File: src/rtl/core/cda_pkg.sv
// Shared types, constants and calendar helpers for the calendar date adder.
package cda_pkg;

  typedef struct packed {
    logic [2:0]  command;
    logic [11:0] amount;
    logic [13:0] start_year;
    logic [3:0]  start_month;
    logic [4:0]  start_day;
  } in_t;

  typedef struct packed {
    logic [13:0] end_year;
    logic [3:0]  end_month;
    logic [4:0]  end_day;
    logic [1:0]  status;
  } out_t;

  typedef enum logic [2:0] {
    CMD_DAYS       = 3'd0,
    CMD_WEEKS      = 3'd1,
    CMD_MONTHS     = 3'd2,
    CMD_YEARS      = 3'd3,
    CMD_DECADES    = 3'd4,
    CMD_CENTURIES  = 3'd5,
    CMD_MILLENNIA  = 3'd6,
    CMD_NONE       = 3'd7
  } cmd_e;

  typedef enum logic [1:0] {
    STAT_OK       = 2'd0,
    STAT_INVALID  = 2'd1,
    STAT_OVERFLOW = 2'd2
  } status_e;

  typedef enum logic [2:0] {
    S_IDLE,
    S_REDUCE,
    S_CHECK,
    S_RUN,
    S_FINISH
  } state_e;

  // working date plus year mod 400 and the remaining step count
  typedef struct packed {
    logic [13:0] year;
    logic [3:0]  month;
    logic [4:0]  day;
    logic [8:0]  ymod;
    logic [14:0] cnt;
  } ctx_t;

  localparam logic [13:0] MaxYear       = 14'd9999;
  localparam logic [3:0]  MonthsPerYear = 4'd12;
  localparam logic [3:0]  MonthFeb      = 4'd2;
  localparam logic [4:0]  LeapDay       = 5'd29;
  localparam logic [4:0]  FebDays       = 5'd28;
  localparam logic [9:0]  YearCycle     = 10'd400;
  // year mod 400 is found by conditional subtraction of 400 << 4 .. 400 << 0
  localparam int          ReduceSteps   = 5;
  localparam logic [13:0] ReduceTop     = 14'd6400;

  // leap test on the year taken mod 400
  function automatic logic is_leap(input logic [8:0] r);
    is_leap = (r == 9'd0) ||
              ((r[1:0] == 2'd0) && (r != 9'd100) && (r != 9'd200) && (r != 9'd300));
  endfunction

  function automatic logic [4:0] days_in(input logic [3:0] m, input logic leap);
    logic [4:0] len;
    case (m) inside
      4'd1, 4'd3, 4'd5, 4'd7, 4'd8, 4'd10, 4'd12: len = 5'd31;
      4'd4, 4'd6, 4'd9, 4'd11:                   len = 5'd30;
      MonthFeb:                                  len = leap ? LeapDay : FebDays;
      default:                                   len = 5'd0;
    endcase
    return len;
  endfunction

  // (r + inc) mod 400 for r < 400, inc < 400
  function automatic logic [8:0] mod_add(input logic [8:0] r, input logic [8:0] inc);
    logic [9:0] s;
    s = {1'b0, r} + {1'b0, inc};
    if (s >= YearCycle) s = s - YearCycle;
    return s[8:0];
  endfunction

endpackage

File: src/rtl/core/cda_step.sv
// Shared step unit: advances the working date by one month hop, the remaining days within a month, or one year unit.
module cda_step (
  input  cda_pkg::ctx_t cur_i,
  input  logic [2:0]    cmd_i,
  output cda_pkg::ctx_t nxt_o
);
  import cda_pkg::*;

  logic        wrap;
  logic [3:0]  m_adv;
  logic [13:0] y_adv;
  logic [8:0]  mod_adv;
  logic [4:0]  dim_cur;
  logic [4:0]  dim_adv;
  logic [4:0]  left;
  logic [13:0] y_unit;
  logic [8:0]  mod_unit;
  logic [8:0]  mod_yr;

  always_comb begin
    wrap    = (cur_i.month == MonthsPerYear);
    m_adv   = wrap ? 4'd1 : cur_i.month + 4'd1;
    y_adv   = wrap ? cur_i.year + 14'd1 : cur_i.year;
    mod_adv = wrap ? mod_add(cur_i.ymod, 9'd1) : cur_i.ymod;
    dim_cur = days_in(cur_i.month, is_leap(cur_i.ymod));
    dim_adv = days_in(m_adv, is_leap(mod_adv));
    left    = dim_cur - cur_i.day;

    case (cmd_e'(cmd_i))
      CMD_DECADES:   begin y_unit = 14'd10;   mod_unit = 9'd10;  end
      CMD_CENTURIES: begin y_unit = 14'd100;  mod_unit = 9'd100; end
      CMD_MILLENNIA: begin y_unit = 14'd1000; mod_unit = 9'd200; end
      default:       begin y_unit = 14'd1;    mod_unit = 9'd1;   end
    endcase
    mod_yr = mod_add(cur_i.ymod, mod_unit);

    nxt_o = cur_i;
    case (cmd_e'(cmd_i))
      CMD_DAYS, CMD_WEEKS: begin
        if (cur_i.cnt <= {10'd0, left}) begin
          nxt_o.day = cur_i.day + cur_i.cnt[4:0];
          nxt_o.cnt = '0;
        end else begin
          // hop to the first of the next month
          nxt_o.cnt   = cur_i.cnt - {10'd0, left} - 15'd1;
          nxt_o.day   = 5'd1;
          nxt_o.month = m_adv;
          nxt_o.year  = y_adv;
          nxt_o.ymod  = mod_adv;
        end
      end
      CMD_MONTHS: begin
        nxt_o.month = m_adv;
        nxt_o.year  = y_adv;
        nxt_o.ymod  = mod_adv;
        nxt_o.day   = (cur_i.day > dim_adv) ? dim_adv : cur_i.day;
        nxt_o.cnt   = cur_i.cnt - 15'd1;
      end
      CMD_YEARS, CMD_DECADES, CMD_CENTURIES, CMD_MILLENNIA: begin
        nxt_o.year = cur_i.year + y_unit;
        nxt_o.ymod = mod_yr;
        if ((cur_i.month == MonthFeb) && (cur_i.day == LeapDay) && !is_leap(mod_yr))
          nxt_o.day = FebDays;
        nxt_o.cnt = cur_i.cnt - 15'd1;
      end
      default: ;
    endcase
  end

endmodule

File: src/rtl/core/calendar_date_adder.sv
// Calendar date adder: adds days, weeks, months or year units to a Gregorian date.
//
// Input channel: in_valid_i / in_stall_o carry one item (unit, amount, start date).
// Output channel: out_valid_o / out_stall_i return one item per input item with the
// end date and a status (ok, invalid input date, year overflow past 9999).
// An item is taken when valid is high and stall is low at a rising edge.
//
// One item is handled at a time. After acceptance the year is reduced mod 400 in
// the reduce state, the start date is checked in the check state, then the shared
// step unit runs one step per cycle: one month hop for days and weeks (about amount/30
// steps, seven times that for weeks), one month for months, one unit for years and
// above (amount steps). The next item can be taken in the cycle after the result is
// registered. Work stops early once the year passes 9999.
//
// The result sits in an output register; the next item is accepted while it waits.
// If the receiver stalls and a new result is done, the block holds in its finish
// state until the output register frees up. Reset clears the sequencer and the
// output valid; no item is pending after reset.
module calendar_date_adder (
  input  logic           clk_i,
  input  logic           rst_ni,
  input  logic           in_valid_i,
  output logic           in_stall_o,
  input  cda_pkg::in_t   in_item_i,
  output logic           out_valid_o,
  input  logic           out_stall_i,
  output cda_pkg::out_t  out_item_o
);
  import cda_pkg::*;

  state_e      state_q, state_d;
  in_t         in_q;
  ctx_t        ctx_q, ctx_nxt;
  logic [13:0] rem_q;
  logic [2:0]  k_q;
  logic        invalid_q;
  logic        out_valid_q;
  out_t        out_q;

  logic        accept;
  logic        red_last;
  logic [13:0] red_sub;
  logic        date_ok;
  logic        run_done;
  logic        out_free;
  logic        overflow;

  cda_step u_step (
    .cur_i (ctx_q),
    .cmd_i (in_q.command),
    .nxt_o (ctx_nxt)
  );

  assign accept   = in_valid_i && !in_stall_o;
  assign red_last = (k_q == 3'(ReduceSteps - 1));
  assign red_sub  = ReduceTop >> k_q;
  assign date_ok  = (in_q.start_year >= 14'd1) && (in_q.start_year <= MaxYear) &&
                    (in_q.start_day >= 5'd1) &&
                    (in_q.start_day <= days_in(in_q.start_month, is_leap(rem_q[8:0])));
  assign overflow = (ctx_q.year > MaxYear);
  assign run_done = (ctx_q.cnt == 15'd0) || overflow ||
                    (cmd_e'(in_q.command) == CMD_NONE);
  assign out_free = !out_valid_q || !out_stall_i;

  // next state
  always_comb begin
    state_d = state_q;
    case (state_q)
      S_IDLE:   if (in_valid_i) state_d = S_REDUCE;
      S_REDUCE: if (red_last) state_d = S_CHECK;
      S_CHECK:  state_d = date_ok ? S_RUN : S_FINISH;
      S_RUN:    if (run_done) state_d = S_FINISH;
      S_FINISH: if (out_free) state_d = S_IDLE;
      default:  state_d = S_IDLE;
    endcase
  end

  // handshake outputs
  always_comb begin
    in_stall_o  = (state_q != S_IDLE);
    out_valid_o = out_valid_q;
    out_item_o  = out_q;
  end

  always_ff @(posedge clk_i or negedge rst_ni) begin
    if (!rst_ni) begin
      state_q     <= S_IDLE;
      out_valid_q <= 1'b0;
      k_q         <= '0;
      invalid_q   <= 1'b0;
    end else begin
      state_q <= state_d;
      if (accept) k_q <= '0;
      else if (state_q == S_REDUCE) k_q <= k_q + 3'd1;
      if (state_q == S_CHECK) invalid_q <= !date_ok;
      if (state_q == S_FINISH && out_free) out_valid_q <= 1'b1;
      else if (!out_stall_i) out_valid_q <= 1'b0;
    end
  end

  always_ff @(posedge clk_i) begin
    if (accept) begin
      in_q  <= in_item_i;
      rem_q <= in_item_i.start_year;
    end
    if (state_q == S_REDUCE && rem_q >= red_sub) rem_q <= rem_q - red_sub;

    if (state_q == S_CHECK) begin
      ctx_q.year  <= in_q.start_year;
      ctx_q.month <= in_q.start_month;
      ctx_q.day   <= in_q.start_day;
      ctx_q.ymod  <= rem_q[8:0];
      if (cmd_e'(in_q.command) == CMD_WEEKS)
        ctx_q.cnt <= {in_q.amount, 3'b000} - {3'b000, in_q.amount};
      else
        ctx_q.cnt <= {3'b000, in_q.amount};
    end else if (state_q == S_RUN && !run_done) begin
      ctx_q <= ctx_nxt;
    end

    if (state_q == S_FINISH && out_free) begin
      if (invalid_q || overflow) begin
        out_q.end_year  <= in_q.start_year;
        out_q.end_month <= in_q.start_month;
        out_q.end_day   <= in_q.start_day;
        out_q.status    <= invalid_q ? STAT_INVALID : STAT_OVERFLOW;
      end else begin
        out_q.end_year  <= ctx_q.year;
        out_q.end_month <= ctx_q.month;
        out_q.end_day   <= ctx_q.day;
        out_q.status    <= STAT_OK;
      end
    end
  end

endmodule

File: config.mk
export PLATFORM = sky130hd
export DESIGN_NAME = calendar_date_adder
export DESIGN_NICKNAME = d
export VERILOG_FILES = /design/src/rtl/core/cda_pkg.sv /design/src/rtl/core/cda_step.sv /design/src/rtl/core/calendar_date_adder.sv
export SDC_FILE = /design/constraint.sdc
export NUM_CORES = 1
export LEC_CHECK = 0
export BUFFER_PORTS_ARGS = -buffer_cell sky130_fd_sc_hd__buf_2
export CELL_PAD_IN_SITES_DETAIL_PLACEMENT = 1
export CELL_PAD_IN_SITES_GLOBAL_PLACEMENT = 1
export CORE_MARGIN = 2
export CORE_UTILIZATION = 40
export DETAILED_ROUTE_END_ITERATION = 10
export PLACE_DENSITY = 0.66
export SLEW_MARGIN = 25
export SYNTH_ARGS = -nofsm -noshare
export SYNTH_HDL_FRONTEND = slang
export SYNTH_SLANG_ARGS = --single-unit
File: constraint.sdc
create_clock -name clk_i -period 6.3 [get_ports clk_i]
set_clock_uncertainty 0.1 [all_clocks]
set_input_delay 1.26 -clock clk_i [delete_from_list [all_inputs] [get_ports clk_i]]
set_output_delay 1.26 -clock clk_i [all_outputs]
set_load 0.1 [all_outputs]
==> results.md <==
- Outcome: complete, no violations
- Met1 usage: 0.312
- Synth-to-Final Area Change: 12.9%
- Clock sinks: 132
- Simple-gate share of the synthesized area: 0.171
- Final HPWL DP: 21400 um
- Compound-Gate Fraction of Synth Area: 0.178
- Fin. max-slew vios: 0
- Row count: 58
- Worst-path fanout max: 14
- P_leak: 4.52 nW
- Number of routed nets with antenna violations: 0
- Resized cells post-CTS: 0
- Min Hold Slack: 0.474 ns
- Maximum clock rate: 180 MHz
- Pwr dens: 497 nW/um^2
- Root Driver: clkbuf_16
- Synth warn: 0
- CTS tree: yes
- Cell mode on critical path: ha_1
- Number of diodes: 0
- Synthesis-stage register bit count: 132
- CTS Buf Count: 17
- Setup CP Type: reg2reg
- Largest family of logic cells by synthesized area: compound AO/OA/AOI/OAI gates
- Worst path cell trace: ha_1 -> nor3_1 -> a21oi_1 -> o21ai_0 -> nand2_1 -> ha_1 -> a21o_1 -> a21oi_1 -> xor2_1 -> xnor2_1 -> ha_1 -> and4_1 -> a22oi_1 -> or4_1 -> nor3_1 -> o21ai_0 -> buf_4 -> and2_1
- Clock Latency Late Sink: 0.44 ns
- Avg WL per Cell: 19.2 um
- Post-synthesis xor/xnor area fraction: 0.0546
- DRT iter0 DRCs: 561
- Place WS: 0.680 ns
- Sequential area share after synthesis: 0.390
- Max clock buf depth: 2
- Most common cell in the netlist: edfxtp_1
- Largest net degree at the start of global routing: 48
- Relative slew slack: 0.420
- Startpoint types: flop
- Core area: 25000 sq um
- Ports: 69
- GRT overflow: 0
- First-pass GRT wire length: 45800 um
- Die ar.: 26400 sq um
- Yosys top cell by area: edfxtp_1
- Layout net count: 1248
- Non-filler cells, final: 1463
- Post-synthesis adder-cell area fraction: 0.111
- Fillers: 2907
- Final WS setup: 0.730 ns
- Mux contribution to synthesized area: 0.0547
- GR Layer Usage met3: 0.0308
- Synth cell types: 81
- Worst vdd ir: 0.000375 V
- Worst Setup End Kind: flop
- Pwr Total: 5.64 mW
- Die width: 163 um
- Port Buf Inserts: 68
- Synth async-reset ratio: 0.0606
- Fin crit period: 5.57 ns
- Residual DRC: 0
- Pre-antenna DRT Iters: 4
- Synth top area share: 0.370
- DRT Wirelength: 28200 um
- Placed insts: 1431
- Initial antenna violation count: 0
- Vias in the first global route: 8433
- Synthesized net count: 1192
- Synth area leaders: edfxtp_1, ha_1, mux2_2
- H-tree depth: 4
- Final Hold Vio Count: 0
- WP data arrival: 5.54 ns
- Worst Path Required: 6.27 ns
- RSZ-0062 raised after global routing: false
- Max-cap violations: 0
- Synth cell count leaders: edfxtp_1, nand2_1, nor2_1, ha_1
- Met2 Usage GRT: 0.355
- Layer with the highest usage: met2
- Routability cong.: 0.852
- Layout cells sized above 1: 0.155
- Initial Util: 0.403
- Die height: 163 um
- Post-synth EDFFs: 124
- Hold Path Class: reg2reg
- Final TNS setup: 0 ns
- Post-CTS Setup Bufs: 0
- Slowest CP cell: and2_1
- Cell area after synthesis: 10100 sq um
- Fin crit share: 0.884
- Clk slew on worst S/H paths: 0.07 ns
- Worst-Margin Slew: 0.862 ns
- Syn Inst Count: 1064
- Cts-stage hold buffer count: 0
- GRT Total Usage: 0.221
- Via count: 8155
- Crit-path max cell delay: 0.60 ns
- Syn Area/Cell: 9.46 sq um
- Most used DFF post-synth: edfxtp_1
- Endpoints failing setup: 0
- Vias/cell: 5.57
==> layer usage <==
layer,share of wire,routed length [um]
met1,0.50,14000
met2,0.46,12900
met3,0.027,770
met4,0.015,429
met5,0,0
==> kinds of logic after synthesis <==
kind of cell	count (synthesis)
AO/OA/AOI/OAI	279
XOR/XNOR	61
adder cells (fa/ha/maj)	86
buffers and inverters	106
flip-flops	132
multiplexers	50
AND/OR/NAND/NOR	350
==> placed cells by master (no fill, tap or decap), types with 6 or more instances in the layout <==
cell,netlist,final
buf_4,2,10
o211ai_1,14,14
nand3_1,24,24
xnor2_1,35,35
xor2_1,24,24
edfxtp_1,124,124
nor2b_1,21,19
and3_1,9,9
o21ai_0,76,76
a21oi_1,76,75
nand2b_1,12,11
nor3_1,32,31
dfrtp_1,8,8
a21o_1,16,16
nand4_1,12,12
nor2_1,84,83
o31ai_1,6,6
inv_1,64,64
clkbuf_16,0,17
mux2i_1,13,13
or3_1,14,14
buf_2,6,68
o21a_1,9,9
mux2_2,36,36
ha_1,81,81
nand2_1,100,100
a31oi_1,17,17
or2_2,7,7
==> where the power goes <==
group	internal [mW]	leakage [nW]	total [mW]	switching, mW
Clock	0.530	0.285	0.997	0.466
Combinational	1.26	2.99	3.05	1.79
Sequential	1.33	1.24	1.60	0.274
Total	3.11	4.52	5.64	2.53
==> state kept, by name (all words and copies together) (netlist names) <==
signal,cells
ctx_q,47
in_q,38
out_item_o,25
rem_q,14
k_q,3
state_q,3
invalid_q,1
out_valid_o,1
==> per-stage QoR <==
step	utilization	instance area (sq um)
floorplan	-	10100
global placement	0.431	10700
detailed placement	0.432	10800
CTS	0.455	11400
global route	0.455	11400
finish	0.455	11400
==> critical path: cells and delay by family (launching register included) <==
kind	cells	cell delay, ns
XOR/XNOR	2	0.36
buffers and inverters	1	0.22
AO/OA/AOI/OAI	6	1.19
AND/OR/NAND/NOR	6	1.76
flip-flops	1	0.49
adder cells (fa/ha/maj)	3	1.05
==> cell type report <==
class                           count  area [sq um]  area share
Clock buffer                       17           425      0.0375
Clock inverter                     15           158      0.0139
Inverter                           64           240      0.0211
Multi-Input combinational cell    826          5760       0.507
Sequential cell                   132          3920       0.345
Tap cell                          330           413      0.0364
Timing Repair Buffer               79           443      0.0390
==> path summary, 6_finish.rpt <==
kind	slack, ns	cells after the start	startpoint	end
worst max register to register	0.73	18	ctx_q[29]	ctx_q[46]
min in group asynchronous	0.56	1	rst_ni	k_q[1]
worst max-delay path	0.73	18	ctx_q[29]	ctx_q[46]
max in group asynchronous	5.37	1	rst_ni	invalid_q
worst min register to register	0.47	1	k_q[0]	k_q[0]
worst min-delay path	0.47	1	k_q[0]	k_q[0]
Note: power is estimated with default switching activity, not from simulation.
